$ cat config.mk
export PLATFORM = sky130hd
export DESIGN_NAME = sob_ctrl
export DESIGN_NICKNAME = d
export VERILOG_FILES = /design/src/design/assert_macros.svh /design/src/design/sob_pkg.sv /design/src/design/sob_ctrl.sv
export SDC_FILE = /design/constraint.sdc
export NUM_CORES = 1
export LEC_CHECK = 0
export BUFFER_PORTS_ARGS = -buffer_cell sky130_fd_sc_hd__buf_2
export CAP_MARGIN = 20
export CORE_MARGIN = 10
export CORE_UTILIZATION = 50
export DETAILED_ROUTE_END_ITERATION = 12
export PLACE_DENSITY_LB_ADDON = 0.25
export SETUP_SLACK_MARGIN = 0.4
export SLEW_MARGIN = 20
export SYNTH_ARGS = -nofsm -noshare
export SYNTH_HDL_FRONTEND = slang
export SYNTH_SLANG_ARGS = --single-unit
$ cat constraint.sdc
create_clock -name clk -period 2.79 [get_ports clk]
set_clock_uncertainty 0.1 [all_clocks]
set_input_delay 0.558 -clock clk [delete_from_list [all_inputs] [get_ports clk]]
set_output_delay 0.558 -clock clk [all_outputs]
set_load 0.005 [all_outputs]
$ cat src/design/assert_macros.svh
// Assertion macros used by the top level.
// Each macro takes a label, the clock, the active-low reset, a trigger and a check.
`ifndef ASSERT_MACROS_SVH
`define ASSERT_MACROS_SVH

// check holds in the same cycle as the trigger
`define ASSERT_SAME(label, clk, rst_n, trig, chk) \
	label: assert property (@(posedge clk) disable iff (!rst_n) (trig) |-> (chk)) \
		else $error("assertion failed");

// check holds in the cycle after the trigger
`define ASSERT_NEXT(label, clk, rst_n, trig, chk) \
	label: assert property (@(posedge clk) disable iff (!rst_n) (trig) |=> (chk)) \
		else $error("assertion failed");

`endif

$ cat src/design/sob_pkg.sv
// Shared types, codes and helpers of the skeleton oriented box.
// Used by sob_ctrl, sob_dp and the top level.
package sob_pkg;

	localparam int CoordW = 24;
	localparam int UpW    = 16;
	localparam int RadW   = 20;
	localparam int IdxW   = 5;
	localparam int KindW  = 3;
	localparam int CfgIdxW = 3;
	localparam int AxW    = 18;
	localparam int ProjW  = 32;
	localparam int MulW   = 32;
	localparam int ProdW  = 64;
	localparam int ItW    = 5;
	localparam int WordW  = 3 * CoordW;

	localparam logic [ItW-1:0] SqrtLast = ItW'(31);
	localparam logic [ItW-1:0] DivLast  = ItW'(15);

	// register indexes on the configuration port
	localparam logic [CfgIdxW-1:0] REG_UP_X      = 3'd0;
	localparam logic [CfgIdxW-1:0] REG_UP_Y      = 3'd1;
	localparam logic [CfgIdxW-1:0] REG_UP_Z      = 3'd2;
	localparam logic [CfgIdxW-1:0] REG_RADIUS    = 3'd3;
	localparam logic [CfgIdxW-1:0] REG_LEFT_SH   = 3'd4;
	localparam logic [CfgIdxW-1:0] REG_RIGHT_SH  = 3'd5;
	localparam logic [CfgIdxW-1:0] REG_CENTER_SH = 3'd6;

	// result kinds
	localparam logic [KindW-1:0] KIND_CENTER = 3'd0;
	localparam logic [KindW-1:0] KIND_AXIS0  = 3'd1;
	localparam logic [KindW-1:0] KIND_AXIS1  = 3'd2;
	localparam logic [KindW-1:0] KIND_AXIS2  = 3'd3;
	localparam logic [KindW-1:0] KIND_SIZE   = 3'd4;

	typedef enum logic [4:0] {
		ST_IDLE, ST_RD_L, ST_RD_R, ST_RD_C, ST_CAP_C,
		ST_DOT, ST_DOTSUM, ST_UPL, ST_UPH, ST_H,
		ST_NORM, ST_SQ, ST_SUM, ST_SQRT,
		ST_DIV_INIT, ST_DIV, ST_DIV_END,
		ST_CROSS1, ST_CROSS2, ST_AX2,
		ST_P_RD, ST_P_R, ST_P_MUL, ST_P_RED,
		ST_WIDEN, ST_C_MUL, ST_C_RED, ST_EMIT
	} state_t;

	typedef struct packed {
		state_t           op;
		logic [1:0]       lane;
		logic             first;
		logic             mem_we;
		logic             load_out;
		logic [KindW-1:0] kind;
	} cmd_t;

	function automatic logic signed [CoordW-1:0] sat24(input logic signed [ProdW-1:0] v);
		if (v > 64'sd8388607) return 24'sh7FFFFF;
		if (v < -64'sd8388608) return 24'sh800000;
		return v[CoordW-1:0];
	endfunction

endpackage

$ cat src/design/sob_ctrl.sv
// Sequencer of the skeleton oriented box: load, solve, project and emit phases.
// Depends on sob_pkg; drives sob_dp through cmd_t.
module sob_ctrl import sob_pkg::*; #(
	parameter int JOINTS = 20,
	parameter int AW     = 5
) (
	input  logic          clk,
	input  logic          arst_n,
	input  logic          s_tvalid,
	output logic          s_tready,
	input  logic          m_tready,
	output logic          m_tvalid,
	input  logic          norm_high,
	output cmd_t          cmd,
	output logic [AW-1:0] idx
);

	localparam logic [AW-1:0] LastIdx = AW'(JOINTS - 1);

	state_t           state_q, state_d;
	logic [AW-1:0]    cnt_q, j_q;
	logic [1:0]       k_q;
	logic [ItW-1:0]   it_q;
	logic [KindW-1:0] emit_q;
	logic             ovalid_q;
	logic             load;

	assign load = (state_q == ST_EMIT) && (!ovalid_q || m_tready);

	// next state
	always_comb begin
		state_d = state_q;
		case (state_q)
			ST_IDLE:     if (s_tvalid && cnt_q == LastIdx) state_d = ST_RD_L;
			ST_RD_L:     state_d = ST_RD_R;
			ST_RD_R:     state_d = ST_RD_C;
			ST_RD_C:     state_d = ST_CAP_C;
			ST_CAP_C:    state_d = ST_DOT;
			ST_DOT:      state_d = ST_DOTSUM;
			ST_DOTSUM:   state_d = ST_UPL;
			ST_UPL:      state_d = ST_UPH;
			ST_UPH:      state_d = ST_H;
			ST_H:        state_d = ST_NORM;
			ST_NORM:     if (!norm_high) state_d = ST_SQ;
			ST_SQ:       state_d = ST_SUM;
			ST_SUM:      state_d = ST_SQRT;
			ST_SQRT:     if (it_q == SqrtLast) state_d = ST_DIV_INIT;
			ST_DIV_INIT: state_d = ST_DIV;
			ST_DIV:      if (it_q == DivLast) state_d = ST_DIV_END;
			ST_DIV_END:  state_d = (k_q == 2'd2) ? ST_CROSS1 : ST_DIV_INIT;
			ST_CROSS1:   state_d = ST_CROSS2;
			ST_CROSS2:   state_d = ST_AX2;
			ST_AX2:      state_d = ST_P_RD;
			ST_P_RD:     state_d = ST_P_R;
			ST_P_R:      state_d = ST_P_MUL;
			ST_P_MUL:    state_d = ST_P_RED;
			ST_P_RED: begin
				if (k_q != 2'd2) state_d = ST_P_MUL;
				else if (j_q == LastIdx) state_d = ST_WIDEN;
				else state_d = ST_P_RD;
			end
			ST_WIDEN:    state_d = ST_C_MUL;
			ST_C_MUL:    state_d = ST_C_RED;
			ST_C_RED:    state_d = (k_q == 2'd2) ? ST_EMIT : ST_C_MUL;
			ST_EMIT:     if (load && emit_q == KIND_SIZE) state_d = ST_IDLE;
			default:     state_d = ST_IDLE;
		endcase
	end

	// outputs
	always_comb begin
		cmd.op       = state_q;
		cmd.lane     = k_q;
		cmd.first    = (j_q == '0);
		cmd.mem_we   = (state_q == ST_IDLE) && s_tvalid;
		cmd.load_out = load;
		cmd.kind     = emit_q;
		idx          = (state_q == ST_IDLE) ? cnt_q : j_q;
		s_tready     = (state_q == ST_IDLE);
		m_tvalid     = ovalid_q;
	end

	always_ff @(posedge clk or negedge arst_n) begin
		if (!arst_n) begin
			state_q  <= ST_IDLE;
			cnt_q    <= '0;
			j_q      <= '0;
			k_q      <= '0;
			it_q     <= '0;
			emit_q   <= KIND_CENTER;
			ovalid_q <= 1'b0;
		end else begin
			state_q <= state_d;
			if (load) ovalid_q <= 1'b1;
			else if (m_tready) ovalid_q <= 1'b0;
			case (state_q)
				ST_IDLE: if (s_tvalid) cnt_q <= (cnt_q == LastIdx) ? '0 : cnt_q + 1'b1;
				ST_SUM:      it_q <= '0;
				ST_SQRT: begin
					it_q <= it_q + 1'b1;
					k_q  <= '0;
				end
				ST_DIV_INIT: it_q <= '0;
				ST_DIV:      it_q <= it_q + 1'b1;
				ST_DIV_END:  k_q <= k_q + 1'b1;
				ST_AX2:      j_q <= '0;
				ST_P_R:      k_q <= '0;
				ST_P_RED: begin
					k_q <= (k_q == 2'd2) ? 2'd0 : k_q + 1'b1;
					if (k_q == 2'd2) j_q <= j_q + 1'b1;
				end
				ST_WIDEN:    k_q <= '0;
				ST_C_RED:    k_q <= k_q + 1'b1;
				ST_EMIT: if (load) emit_q <= (emit_q == KIND_SIZE) ? KIND_CENTER : emit_q + 1'b1;
				default: ;
			endcase
		end
	end

endmodule

**After elaboration in Yosys (flattened, before gate mapping)**

Cells that the tools add are included.

- Add/sub/neg operators: 5
- Multiply operators: 0
- Divide/modulo/power cells: 0
- Magnitude comparators: 0
- Eq/ne operators: 40
- Shifts and indexed selects: 0
- Mux-type cells: 20
- Bitwise operators: 0
- Reductions and logical operators: 20

Operators with widths:

| cell | number |
|---|---|
| one-hot mux 5 bit (28 select lines) | 1 |
| == test 5 bit, second input constant | 15 |
| == test 5 x 4 -> 1 bit, second input constant | 9 |
| 2-to-1 mux 5 bit | 9 |
| == test 5 x 3 -> 1 bit, second input constant | 4 |
| one-hot mux 5 bit (2 select lines) | 2 |
| adder 5 x 1 -> 5 bit, second input constant | 3 |
| == test 5 x 2 -> 1 bit, second input constant | 2 |
| logical NOT 5 bit | 2 |
| inequality test 2 bit, second input constant | 5 |
| 2-to-1 mux 4 bit | 2 |
| one-hot mux 2 bit (3 select lines) | 1 |
| AND reduction 2 bit | 3 |
| nonzero test 2 bit | 3 |
| OR reduction 2 bit | 3 |
| == test 5 x 1 -> 1 bit, second input constant | 1 |
| AND reduction 5 bit | 1 |
| logical AND 1 bit | 4 |
| 2-to-1 mux 2 bit | 2 |
| inequality test 2 x 1 -> 1 bit, second input constant | 2 |
| adder 3 x 1 -> 3 bit, second input constant | 1 |
| == test 3 bit, second input constant | 1 |
| 2-to-1 mux 3 bit | 1 |
| nonzero test 3 bit | 1 |
| 6 further kinds | 7 |

- Flip-flop bits (word level): 26
- Latch bits: 0
- RAM bits: 0
- Bits in read-only memories: 0
- Bits of input ports: 5
- Memories kept: 0

**Depth between registers and ports, before layout**

- Depth in word-level cells: 6
- Gate-level depth with buffers: 7
- Depth with buffers taken out: 7

**Worst setup path after synthesis**

Ideal clock, no wire load.

- Path type: reg-to-output
- Start: reg state_q[4]
- End: out idx[2]
- Arrival time: 1,418 ps
- Required time: 2,132 ps
- Setup slack: 714 ps
- Cell stages (with the launch flop): 6
- Path buffers: 1
- Cell sequence: dfrtp_1 buf_2 nor4_2 nand2_1 clkinv_1 mux2_2

- Longest elaborated chain between the ends: 2

RTL lines:

| element | line | source |
|---|---|---|
| from (decl) | sob_ctrl.sv:20 | `state_t state_q, state_d;` |
| from (signal assigned) | sob_ctrl.sv:93 | `state_q <= state_d;` |
| logical NOT 5 bit | n/a |  |
| named net s_tready | sob_ctrl.sv:10 | `output logic s_tready,` |
| 2-to-1 mux 5 bit | sob_ctrl.sv:78 | `idx = (state_q == ST_IDLE) ? cnt_q : j_q;` |
| to (decl) | sob_ctrl.sv:15 | `output logic [AW-1:0] idx` |

The timed path passes the listed nets, and every way through them passes these cells.

**Worst setup path after layout**

- Start: reg state_q[2]
- End: out idx[3]

- Longest elaborated chain between the ends: 2

RTL lines:

| element | line |
|---|---|
| logical NOT 5 bit | sob_ctrl.sv:78 |
| 2-to-1 mux 5 bit | sob_ctrl.sv:78 |

Every way passes these cells.

==> summary.txt <==
status = completed
vias per cell = 5.59
Tightest Hold Check Type = input pin to async pin
peak fanout along the critical path = 3
Syn Nets = 219
Initial Util = 0.526
syn_area_per_cell = 8.84 sq um
Final WS setup = 391 ps
Slew @ Worst Pin = 605 ps
slowest CP cell = dfrtp_1
number of synthesized register bits = 26
nets = 240
mapped cell area = 1800 sq um
Max Cap Viol = 0
sequential area share after synthesis = 0.362
minimum clock period after layout = 2400 ps
Max clock buf depth = 2
Yosys top cell area share = 0.362
Worst path max stage delay = 440 ps
fin cells = 269
Slew HR = 0.597
vias in the first global route = 1402
total core area = 3420 sq um
Power Density = 921 nW/um^2
placed instance area = 1930 sq um
Final Hold Vio Count = 0
Hold WS = 122 ps
die height = 79.9 um
Commonest cells post-synth = dfrtp_1 (26), nand2_1 (23), o21ai_0 (21), inv_1 (13), ha_1 (11)
CP Buf/Inv Count = 2
Total Routing Usage GR = 0.124
root buf cell = clkbuf_4
largest net degree at the start of global routing = 27
first-pass GRT wire length = 6.68 mm
Ports = 25
row count = 21
Synth async-reset ratio = 1.00
worst path cell trace = nor4_4, nand2_1, clkinv_2, mux2_4, buf_6
CTS buffer count = 3
WS Path Type = register to output port
CTS clock-pin slew for the worst setup and hold paths = 140 ps
Syn. warnings = 0
DRC = 0
Max VDD drop = 0.448 mV
Overflow after GRT = 0
post-route cell area = 2040 sq um
Critical Path Start Type = register
RSZ-0062 raised after global routing = true
Distinct cells, synth = 52
synth top area cells = dfrtp_1 (36%), ha_1 (7.7%), o21ai_0 (5.9%)
share of cells above drive strength 1 = 0.220
Clk Latency, worst-skew pair = 320 ps
CTS tree = built
Top FF cell, synth = dfrtp_1
critical path capture point type = output port
CP arrival = 1740 ps
Mapped Cells = 203
initial antenna violation count = 0
Detail Placement HPWL = 2.70 mm
Routability Congestion = 0.787
Ant. Diodes = 0
Layout area overhead = 13.7%
DR vias = 1503
Placed Instances = 263
Worst EP required = 2130 ps
# setup viols final = 0
Avg WL per Cell = 14.2 um
Post-synth EDFFs = 0
DR iter-0 viols = 89
clock sink count = 26
count leader, synth = dfrtp_1
Port Buffers = 24
Pre-antenna DRT Iters = 4
dpl ws = 594 ps
post-route ant nets = 0
Die W = 79.9 um
Synth area leader = dfrtp_1
Routed WL = 3.81 mm
Max Slew Vio Count = 0
FILL cells = 301
setup_tns = 0 ps
CP delay by family, top = simple AND/OR/NAND/NOR gates
die area = 6390 sq um
final period utilization = 0.860
deepest level of the CTS H-tree = 1
Fmax achieved = 0.417 GHz
Pleak = 0.000961 uW
[what timing repair did]
action / in CTS / in global routing
pin swaps: 3 / 2
setup endpoints to repair: 6 / 6
buffers inserted: 2 / 0
gates resized for setup: 6 / 9
hold buffers: 0 / 0
[state kept, by name (all words and copies together) (netlist names)]
name and flops:
cnt_q 5, j_q 5, k_q 2, state_q 5, emit_q 3, m_tvalid 1, it_q 5
[worst paths after layout]
check	cells past startpoint	from	slack (ps)	end
hold reg to reg	1	it_q[0]	430	it_q[0]
setup reg to reg	7	it_q[0]	750	state_q[0]
setup / recovery	5	state_q[2]	390	idx[3]
min in group clk	1	it_q[0]	430	it_q[0]
max in group asynchronous	1	arst_n	2040	state_q[3]
hold / removal	1	arst_n	120	emit_q[2]
[power breakdown]
| part | total [uW] | switching (uW) | internal, uW |
|---|---|---|---|
| clock | 193 | 113 | 79.8 |
| sequential | 641 | 145 | 496 |
| combinational | 1050 | 572 | 474 |
[logic make-up (layout without fill, tap and decap cells)]
group / after synthesis / in the layout / share of synthesized area
mux: 7 / 7 / 0.0439
simple gates: 77 / 77 / 0.252
fa+ha+maj: 11 / 11 / 0.0767
buf+inv: 29 / 49 / 0.0697
flops: 26 / 26 / 0.362
xor+xnor: 5 / 5 / 0.0244
compound gates: 48 / 48 / 0.171
[per-stage QoR]
stage          total power [uW]  utilization
6_report                   1880        0.597
5_1_grt                    2060        0.597
4_1_cts                    1870        0.589
3_5_place_dp               1640        0.566
3_3_place_gp               1640        0.566
2_1_floorplan              1380            -
[routing by layer]
metal  share of wire  global-route usage  vias up  wire length, um
li1                -                   -      766                -
met5               0                   0        -                0
met4          0.0060              0.0317        0               23
met1            0.49               0.173      705             1870
met3           0.062              0.0304        2              238
met2            0.44               0.184       30             1680
[cell usage in the layout (no fill, tap or decap), types with 5 or more instances in the layout]
master and instances:
dfrtp_1 25, buf_2 22, nand2b_1 5, nor3_1 8, inv_1 13, o21ai_0 19, nand3b_1 5, nand2_1 21
a21oi_1 8, ha_1 11, nand4_1 5
[layout make-up]
cell class,count,area [sq um],share of cell area
Clock buffer,4,36.3,0.0178
Inverter,15,57.6,0.0282
Multi-Input combinational cell,148,1050,0.516
Sequential cell,26,652,0.319
Tap cell,46,57.6,0.0282
Timing Repair Buffer,30,185,0.0907
Power figures use the tool's default switching activity.
